### src/hw/rtl/nfba_pkg.sv
// Shared types and constants for the next-fit block allocator.
// No dependencies; imported by every allocator module.
package nfba_pkg;

    localparam int ARENA_BYTES = 65536;
    localparam int MAX_BLOCKS  = 256;
    localparam int PAGE_BYTES  = 4096;
    localparam int HDR_BYTES   = 16;

    localparam int ADDR_W  = 16;
    localparam int SIZE_W  = 16;
    localparam int OP_W    = 2;
    localparam int ST_W    = 2;
    localparam int IDX_W   = $clog2(MAX_BLOCKS);
    localparam int CNT_W   = IDX_W + 1;
    localparam int START_W = $clog2(ARENA_BYTES);
    localparam int HEAP_W  = START_W + 1;
    localparam int NEED_W  = SIZE_W + 1;
    localparam int BRK_W   = ((HEAP_W > NEED_W) ? HEAP_W : NEED_W) + 2;
    localparam int PAGE_SHIFT = $clog2(PAGE_BYTES);

    localparam logic [OP_W-1:0] OP_ALLOC = 2'd0;
    localparam logic [OP_W-1:0] OP_FREE  = 2'd1;
    localparam logic [OP_W-1:0] OP_RESET = 2'd2;

    localparam logic [ST_W-1:0] ST_OK      = 2'd0;
    localparam logic [ST_W-1:0] ST_ARENA   = 2'd1;
    localparam logic [ST_W-1:0] ST_TABLE   = 2'd2;
    localparam logic [ST_W-1:0] ST_UNKNOWN = 2'd3;

    typedef struct packed {
        logic               used;
        logic [SIZE_W-1:0]  size;
        logic [START_W-1:0] start;
    } blk_t;

    typedef struct packed {
        logic load;
        logic start_alloc;
        logic start_free;
        logic rd;
        logic next;
        logic take;
        logic release_blk;
        logic grow;
        logic append;
        logic clear_heap;
        logic res_ok;
        logic res_unknown;
        logic out_load;
    } cmd_t;

    typedef struct packed {
        logic [OP_W-1:0] op;
        logic            in_range;
        logic            fit;
        logic            match;
        logic            out_free;
    } sts_t;

endpackage

### src/hw/rtl/nfba_ctrl.sv
// Allocator controller: sequences request capture, table scans, append and result transfer.
// Depends on nfba_pkg; commands nfba_datapath through cmd_t and reads sts_t.
module nfba_ctrl import nfba_pkg::*; (
    input  logic aclk,
    input  logic aresetn,
    input  logic s_valid,
    output logic s_ready,
    input  sts_t sts,
    output cmd_t cmd
);

    localparam logic [3:0] S_IDLE     = 4'd0;
    localparam logic [3:0] S_DISPATCH = 4'd1;
    localparam logic [3:0] S_A_RD     = 4'd2;
    localparam logic [3:0] S_A_CHK    = 4'd3;
    localparam logic [3:0] S_GROW     = 4'd4;
    localparam logic [3:0] S_APPEND   = 4'd5;
    localparam logic [3:0] S_F_RD     = 4'd6;
    localparam logic [3:0] S_F_CHK    = 4'd7;
    localparam logic [3:0] S_DONE     = 4'd8;

    logic [3:0] state_reg, state_next;

    assign s_ready = (state_reg == S_IDLE);

    always_comb begin
        state_next = state_reg;
        cmd        = '0;
        case (state_reg)
            S_IDLE: begin
                if (s_valid) begin
                    cmd.load   = 1'b1;
                    state_next = S_DISPATCH;
                end
            end
            S_DISPATCH: begin
                case (sts.op)
                    OP_ALLOC: begin
                        cmd.start_alloc = 1'b1;
                        state_next      = S_A_RD;
                    end
                    OP_FREE: begin
                        cmd.start_free = 1'b1;
                        state_next     = S_F_RD;
                    end
                    OP_RESET: begin
                        cmd.clear_heap = 1'b1;
                        cmd.res_ok     = 1'b1;
                        state_next     = S_DONE;
                    end
                    default: begin
                        cmd.res_ok = 1'b1;
                        state_next = S_DONE;
                    end
                endcase
            end
            S_A_RD: begin
                if (sts.in_range) begin
                    cmd.rd     = 1'b1;
                    state_next = S_A_CHK;
                end else begin
                    state_next = S_GROW;
                end
            end
            S_A_CHK: begin
                if (sts.fit) begin
                    cmd.take   = 1'b1;
                    state_next = S_DONE;
                end else begin
                    cmd.next   = 1'b1;
                    state_next = S_A_RD;
                end
            end
            S_GROW: begin
                cmd.grow   = 1'b1;
                state_next = S_APPEND;
            end
            S_APPEND: begin
                cmd.append = 1'b1;
                state_next = S_DONE;
            end
            S_F_RD: begin
                if (sts.in_range) begin
                    cmd.rd     = 1'b1;
                    state_next = S_F_CHK;
                end else begin
                    cmd.res_unknown = 1'b1;
                    state_next      = S_DONE;
                end
            end
            S_F_CHK: begin
                if (sts.match) begin
                    cmd.release_blk = 1'b1;
                    state_next      = S_DONE;
                end else begin
                    cmd.next   = 1'b1;
                    state_next = S_F_RD;
                end
            end
            S_DONE: begin
                if (sts.out_free) begin
                    cmd.out_load = 1'b1;
                    state_next   = S_IDLE;
                end
            end
            default: begin
                state_next = S_IDLE;
            end
        endcase
    end

    always_ff @(posedge aclk) begin
        if (!aresetn) begin
            state_reg <= S_IDLE;
        end else begin
            state_reg <= state_next;
        end
    end

endmodule
### config.mk
export PLATFORM = sky130hd
export DESIGN_NAME = nfba_ctrl
export DESIGN_NICKNAME = d
export VERILOG_FILES = /design/src/hw/rtl/nfba_pkg.sv /design/src/hw/rtl/nfba_ctrl.sv
export SDC_FILE = /design/constraint.sdc
export NUM_CORES = 1
export LEC_CHECK = 0
export BUFFER_PORTS_ARGS = -buffer_cell sky130_fd_sc_hd__buf_4
export CAP_MARGIN = 40
export CORE_AREA = 2 2 39 41
export DETAILED_ROUTE_END_ITERATION = 6
export DIE_AREA = 0 0 41 43
export PLACE_DENSITY = 0.62
export REMOVE_ABC_BUFFERS = 1
export SLEW_MARGIN = 15
export SYNTH_ARGS = -nofsm -noshare
export SYNTH_HDL_FRONTEND = slang
export SYNTH_SLANG_ARGS = --single-unit
### constraint.sdc
create_clock -name aclk -period 1.4 [get_ports aclk]
set_input_delay 0.14 -clock aclk [delete_from_list [all_inputs] [get_ports aclk]]
set_output_delay 0.14 -clock aclk [all_outputs]
set_load 0.02 [all_outputs]
# Word-level counts from Yosys, hierarchy flattened
# Index checks and enable logic that the tools add are counted.
# op_classes
eq_ne,12
muxes,31
n_reduce_logical,5
# ops
op,count
case mux 4 bit (9 select lines),1
two-way mux 1 bit,20
two-way mux 4 bit,5
== test 4 x 3 -> 1 bit (second input constant),4
== test 4 x 2 -> 1 bit (second input constant),2
case mux 4 bit (2 select lines),1
== test 4 x 1 -> 1 bit (second input constant),1
== test 4 bit (second input constant),1
logical NOT 4 bit,1
two-way mux 2 bit,2
inequality test 2 bit (second input constant),2
OR reduction 2 bit,2
two-way mux 3 bit,1
== test 2 x 1 -> 1 bit (second input constant),1
== test 2 bit (second input constant),1
logical NOT 2 bit,1
case mux 1 bit (2 select lines),1
AND reduction 2 bit,1
# word_totals
ff_bits,4
in_bits,9
word_cells,49

# Logic depth before layout (Yosys ltp)
# Gate-level depths: netlist of the first run.
# logic_depth
word_depth,4
ltp_mapped,4
depth_no_buf,3

# Worst setup path before layout of the first run
# Ideal clock, no wire load.
# synth_path
path_kind,register to output
start,reg state_reg[2]
end,out cmd[12] (netlist bit)
arrival_time_ps,1617
t_required_ps,1260
slack_ps,-357
stages_incl_launch_ff,4
path_buffers,1
cell_sequence,dfxtp_1 buf_2 nor4_1 and2_1
# synth_rtl
element,line_no,source
start: declaration,nfba_ctrl.sv:22,"logic [3:0] state_reg, state_next;"
start signal: assignment,nfba_ctrl.sv:116,state_reg <= state_next;
end: declaration,nfba_ctrl.sv:9,output cmd_t cmd

==> results of run 1 <==
what timing repair did:
item                       4_1_cts  5_1_grt
setup buffers                    2        5
resized for setup               12       12
pin swaps                        3        4
setup endpoints to repair       12        7
hold endpoints to repair         0        0
cells in the mapped netlist:
| master | count | area (µm²) |
|---|---|---|
| nor2_1 | 8 | 30.0 |
| dfxtp_1 | 4 | 80.1 |
| nand2_1 | 4 | 15.0 |
| nor3_1 | 4 | 20.0 |
| and2_1 | 3 | 18.8 |
| and3_1 | 3 | 18.8 |
| buf_2 | 3 | 15.0 |
| inv_1 | 3 | 11.3 |
| a21oi_1 | 2 | 10.0 |
| nor2b_1 | 2 | 12.5 |
| nor4_1 | 2 | 12.5 |
| o21a_1 | 2 | 15.0 |
| a21boi_0 | 1 | 7.51 |
| a22oi_1 | 1 | 7.51 |
| a32oi_1 | 1 | 8.76 |
| and3b_1 | 1 | 8.76 |
| and4b_1 | 1 | 10.0 |
| buf_4 | 1 | 7.51 |
| mux2i_1 | 1 | 10.0 |
| nand2b_1 | 1 | 6.26 |
| nand3b_1 | 1 | 7.51 |
| nor3b_1 | 1 | 7.51 |
| nor4b_1 | 1 | 8.76 |
| nor4b_2 | 1 | 15.0 |
| nor4bb_1 | 1 | 10.0 |
| o2111ai_1 | 1 | 8.76 |
| o21ai_0 | 1 | 5.00 |
| o221ai_1 | 1 | 8.76 |
| or2b_1 | 1 | 7.51 |
| or4b_1 | 1 | 10.0 |
worst paths after layout:
path | cells past startpoint | startpoint | slack [ps] | end
worst max-delay path | 4 | state_reg[2]$_SDFFE_PN0P_ | 8 | cmd[8]
worst min-delay path | 3 | aresetn | 220 | state_reg[3]$_SDFFE_PN0P_
worst max register to register | 4 | state_reg[2]$_SDFFE_PN0P_ | 40 | state_reg[1]$_SDFFE_PN0P_
worst min register to register | 2 | state_reg[3]$_SDFFE_PN0P_ | 670 | state_reg[1]$_SDFFE_PN0P_
cell type report:
class / instances / area, µm² / share of cell area
clock buffers: 3 / 22.5 / 0.0297
flip-flops and latches: 4 / 92.6 / 0.122
repair buffers: 33 / 255 / 0.336
multi-input cells: 47 / 358 / 0.471
well taps: 16 / 20.0 / 0.0264
inverters: 3 / 11.3 / 0.0148
worst max-delay path, cell delays in order (launching register included):
cell,delay [ps]
dfxtp_4,400
buf_6,130
mux2i_1,160
and3_1,190
buf_4,150
routing by layer:
layer | GRT usage | part of all wire | vias up
met5 | 0 | 0 | -
met4 | 0.0600 | 0 | 0
met3 | 0.0157 | 0.051 | 0
met2 | 0.225 | 0.52 | 15
met1 | 0.190 | 0.43 | 242
li1 | - | - | 279
logic make-up (layout without fill, tap and decap cells):
family	Yosys count	in the layout	synth area share
AOI/OAI and AO/OA	10	10	0.172
muxes	1	1	0.0242
buffers and inverters	7	39	0.0816
and+or+nand+nor	36	36	0.529
DFF	4	4	0.193
cells in the final DEF, fill, tap and decap left out, types with 2 or more instances in the layout:
cell type | Yosys | final
nor3_1 | 4 | 2
o21a_1 | 2 | 2
buf_4 | 1 | 31
nor2_1 | 8 | 7
buf_6 | 0 | 2
a21oi_1 | 2 | 2
nor3_2 | 0 | 2
and3_1 | 3 | 3
nand2_1 | 4 | 3
inv_1 | 3 | 3
clkbuf_4 | 0 | 3
and2_1 | 3 | 3
dfxtp_4 | 0 | 3
through the flow:
| stage | hold WS (ps) | cell area [µm²] | std cells |
|---|---|---|---|
| global route | 236 | 759 | 106 |
| global placement | 438 | 607 | 96 |
| finish | 218 | 759 | 106 |
| CTS | 205 | 684 | 101 |
| detailed placement | 449 | 607 | 96 |
| floorplan | 316 | 392 | 54 |
power breakdown:
group          internal, mW  switching, mW
logic                 0.127          0.112
clock network        0.0955         0.0417
registers             0.123         0.0239
==> impl_metrics.yaml, run 1 <==
synthesis:
  avgSynthCellArea_um2: 7.14
  synth.distinct_cells: 30
  yosys_warnings: 0
  mappedNetlistArea_um2: 414
  seq_area_frac_synth: 0.193
  syn_inst: 58
  ys_seq_elements: 4
cts:
  clk_path_buf_depth: 2
  h-tree-depth: 1
  cts_tree: "done"
  cts_sinks: 4
  root_buffer: "clkbuf_4"
  cts.clk_slew.worst_paths_ps: 40
  hold_buffers: 0
  cts_buffers: 3
  clk_latency_ps: 230
global_routing:
  antenna_found_initial: 0
  grt_max_degree: 14
  grt_pass1_vias: 431
  grtUsageTotal: 0.144
  grt_pass1_wl_um: 1810
  grt.overflow.total: 0
routing:
  wl_um: 1290
  antenna_left: 0
  via_per_inst: 5.06
  drt_iter0_markers: 5
  drtPass1Iterations: 3
  route.detailed.drc: 0
  num_vias: 536
  post_drt_wl_per_cell_um: 12.2
die:
  coreArea_mm2: 0.00138
  die_w_um: 41
  io_pins: 23
  fp.dieH_um: 43
  start_util: 0.299
  rows: 14
  dieArea_mm2: 0.00176
timing:
  period_share: 0.994
  fin_worst_skew_ps: 1.77
  relSlewSlack: 0.752
  hold_viol_final: 0
  setup_slack_ps: 7.97
  setup_violations: 0
  rsz0062_at_grt: "yes"
  tightestPinTransition_ps: 370
  max_freq_mhz: 718
  period_minus_slack_ps: 1390
  drv_slew: 0
  tns_ps: 0
finish:
  syn2layout_area_growth_pct: 83.4
  utilization: 0.549
  largest_reg_flops: 4
  drive_gt1_frac: 0.533
  insertedDiodeCount: 0
  fillers: 127
  fin_nets: 101
placed_design:
  gp_congestion: 0.675
  dpl.hpwl_um: 881
  io_buffers: 22
  dp_slack_ps: 71.3
critical_path:
  endpoint_kind: "output port"
  cp_max_fo: 6
  required_ps: 1260
  worstPathArrival_ps: 1250
  crit_type: "reg2out"
  start_kind: "flip-flop"
min_path:
  hp-class: "in2reg"
power:
  power_uw: 523
  irDropWorstVdd_mv: 0.384
  power_density_mw_per_mm2: 688
  p_leak_nw: 0.350
status:
  status: "finished, final reports clean"
run:
  max_cap_viol_count: 0
Note: power is estimated with default switching activity, not from simulation.
==> run 2, diff against run 1 <==
--- a/config.mk
+++ b/config.mk
@@ -7,10 +7,12 @@
 export LEC_CHECK = 0
 export BUFFER_PORTS_ARGS = -buffer_cell sky130_fd_sc_hd__buf_4
 export CAP_MARGIN = 40
-export CORE_AREA = 2 2 39 41
+export CELL_PAD_IN_SITES_DETAIL_PLACEMENT = 0
+export CELL_PAD_IN_SITES_GLOBAL_PLACEMENT = 1
+export CORE_MARGIN = 2
+export CORE_UTILIZATION = 27
 export DETAILED_ROUTE_END_ITERATION = 6
-export DIE_AREA = 0 0 41 43
-export PLACE_DENSITY = 0.62
+export PLACE_DENSITY = 0.76
 export REMOVE_ABC_BUFFERS = 1
 export SLEW_MARGIN = 15
 export SYNTH_ARGS = -nofsm -noshare
==> impl_metrics.yaml, run 2 (synthesized netlist as in run 1, its figures left out) <==
critical_path:
  critPathBufInv: 1
  crit_chain: "nor4b_4 > and3_1 > buf_6"
  crit_family: "simple AND/OR/NAND/NOR gates"
  slowest_delay_ps: 380
  endpoint_kind: "output port"
  cp_max_fo: 7
  start_kind: "flip-flop"
  worstPathArrival_ps: 1280
  cp-startpoint: "state_reg[2]$_SDFFE_PN0P_"
  required_ps: 1260
  reg2reg_from: "state_reg[2]$_SDFFE_PN0P_"
  crit_type: "reg2out"
  critPathSlowestCell: "dfxtp_4"
cts:
  clk_latency_ps: 250
  cts_tree: "done"
  clk_path_buf_depth: 2
  cts_sinks: 4
  hold_buffers: 0
  cts_buffers: 3
  root_buffer: "clkbuf_4"
  h-tree-depth: 1
  cts.clk_slew.worst_paths_ps: 40
placed_design:
  placed_cells: 97
  place_area_um2: 614
  io_buffers: 22
  gp_congestion: 0.736
  dpl.hpwl_um: 856
  dp_slack_ps: 106
global_routing:
  grt_max_degree: 14
  grt.overflow.total: 0
  grtUsageTotal: 0.154
  grt_pass1_wl_um: 2060
  antenna_found_initial: 0
  grt_pass1_vias: 488
routing:
  route.detailed.drc: 0
  drtPass1Iterations: 4
  drt_iter0_markers: 9
  post_drt_wl_per_cell_um: 13.1
  antenna_left: 0
  wl_um: 1410
  via_per_inst: 5.18
  num_vias: 559
run:
  max_cap_viol_count: 0
finish:
  fin_nets: 103
  syn2layout_area_growth_pct: 92.4
  largest_reg_flops: 4
  insertedDiodeCount: 0
  drive_gt1_frac: 0.576
  final_common_cell: "buf_4"
  instances_no_fill: 108
  final_cell_mix: "buf_4 (31), nor2_1 (5), buf_6 (4), dfxtp_4 (4)"
  fin_area_um2: 797
timing:
  relSlewSlack: 0.837
  period_share: 1.01
  setup_violations: 1
  drv_slew: 0
  rsz0062_at_grt: "yes"
  fin_worst_skew_ps: 4.86
  tightestPinTransition_ps: 241
  period_minus_slack_ps: 1420
  hold_viol_final: 0
  max_freq_mhz: 704
  setup_slack_ps: -20.3
die:
  coreArea_mm2: 0.00147
  dieArea_mm2: 0.00186
  die_w_um: 43.2
  io_pins: 23
  start_util: 0.281
  rows: 14
  fp.dieH_um: 43.2
status:
  violations: "setup timing"
  status: "complete, but fails checks"
power:
  p_leak_nw: 0.366
  power_density_mw_per_mm2: 695
  irDropWorstVdd_mv: 0.489
min_path:
  worstHoldStart: "aresetn"
  hp-class: "in2reg"
==> run 2: changes by cell type in the layout (fill, tap and decap cells not counted) <==
cell / change
nand2_2: -1
nor2_1: -2
dfxtp_2: -1
nand2_4: +1
and2_1: -1
nor2_2: +2
dfxtp_4: +1
and2_4: +1
buf_6: +2
==> run 2: worst paths after layout <==
kind | end | slack [ps] | cells past startpoint
setup reg to reg | state_reg[1]$_SDFFE_PN0P_ | 10 | 4
setup / recovery | cmd[10] | -20 | 3
hold reg to reg | state_reg[2]$_SDFFE_PN0P_ | 670 | 3
hold / removal | state_reg[3]$_SDFFE_PN0P_ | 190 | 3
==> run 2: repair_timing <==
item,CTS,global route
setup endpoints to repair,13,13
resized for setup,11,18
buffers inserted,3,5
pin swaps,2,4
==> run 2: final cells by class <==
cell class	count	area [µm²]
clock buffer	3	22.5
sequential	4	95.1
tap	16	20.0
timing repair buffer	35	278
inverter	3	11.3
fill	144	674
multi-input combinational	47	370
==> run 2: metrics by stage <==
step / util / power, mW / hold WS (ps) / setup TNS, ps
finish: 0.542 / 0.554 / 190 / -20.3
global route: 0.542 / 0.595 / 202 / -331
CTS: 0.474 / 0.526 / 180 / -127
detailed placement: 0.418 / 0.339 / 431 / 0
global placement: 0.418 / 0.340 / 437 / 0
floorplan: - / 0.247 / 316 / -379
==> run 2: worst reg2reg max path, delay by kind of cell, from the launching register on <==
family,cells,cell delay (ps)
compound gates,2,300
buf+inv,1,150
flops,1,380
simple gates,1,500
==> run 2: where the power goes <==
part | switching (mW) | leakage (nW) | internal, mW
clock network | 0.0589 | 0.0138 | 0.0966
registers | 0.0261 | 0.0356 | 0.123
logic | 0.116 | 0.316 | 0.133
==> run 2: layer usage <==
layer  up-vias  share of wire  track usage
met5         -              0            0
met3         4          0.067       0.0553
met1       257           0.42        0.177
met4         0          0.018        0.109
met2        17           0.49        0.233
li1        281              -            -
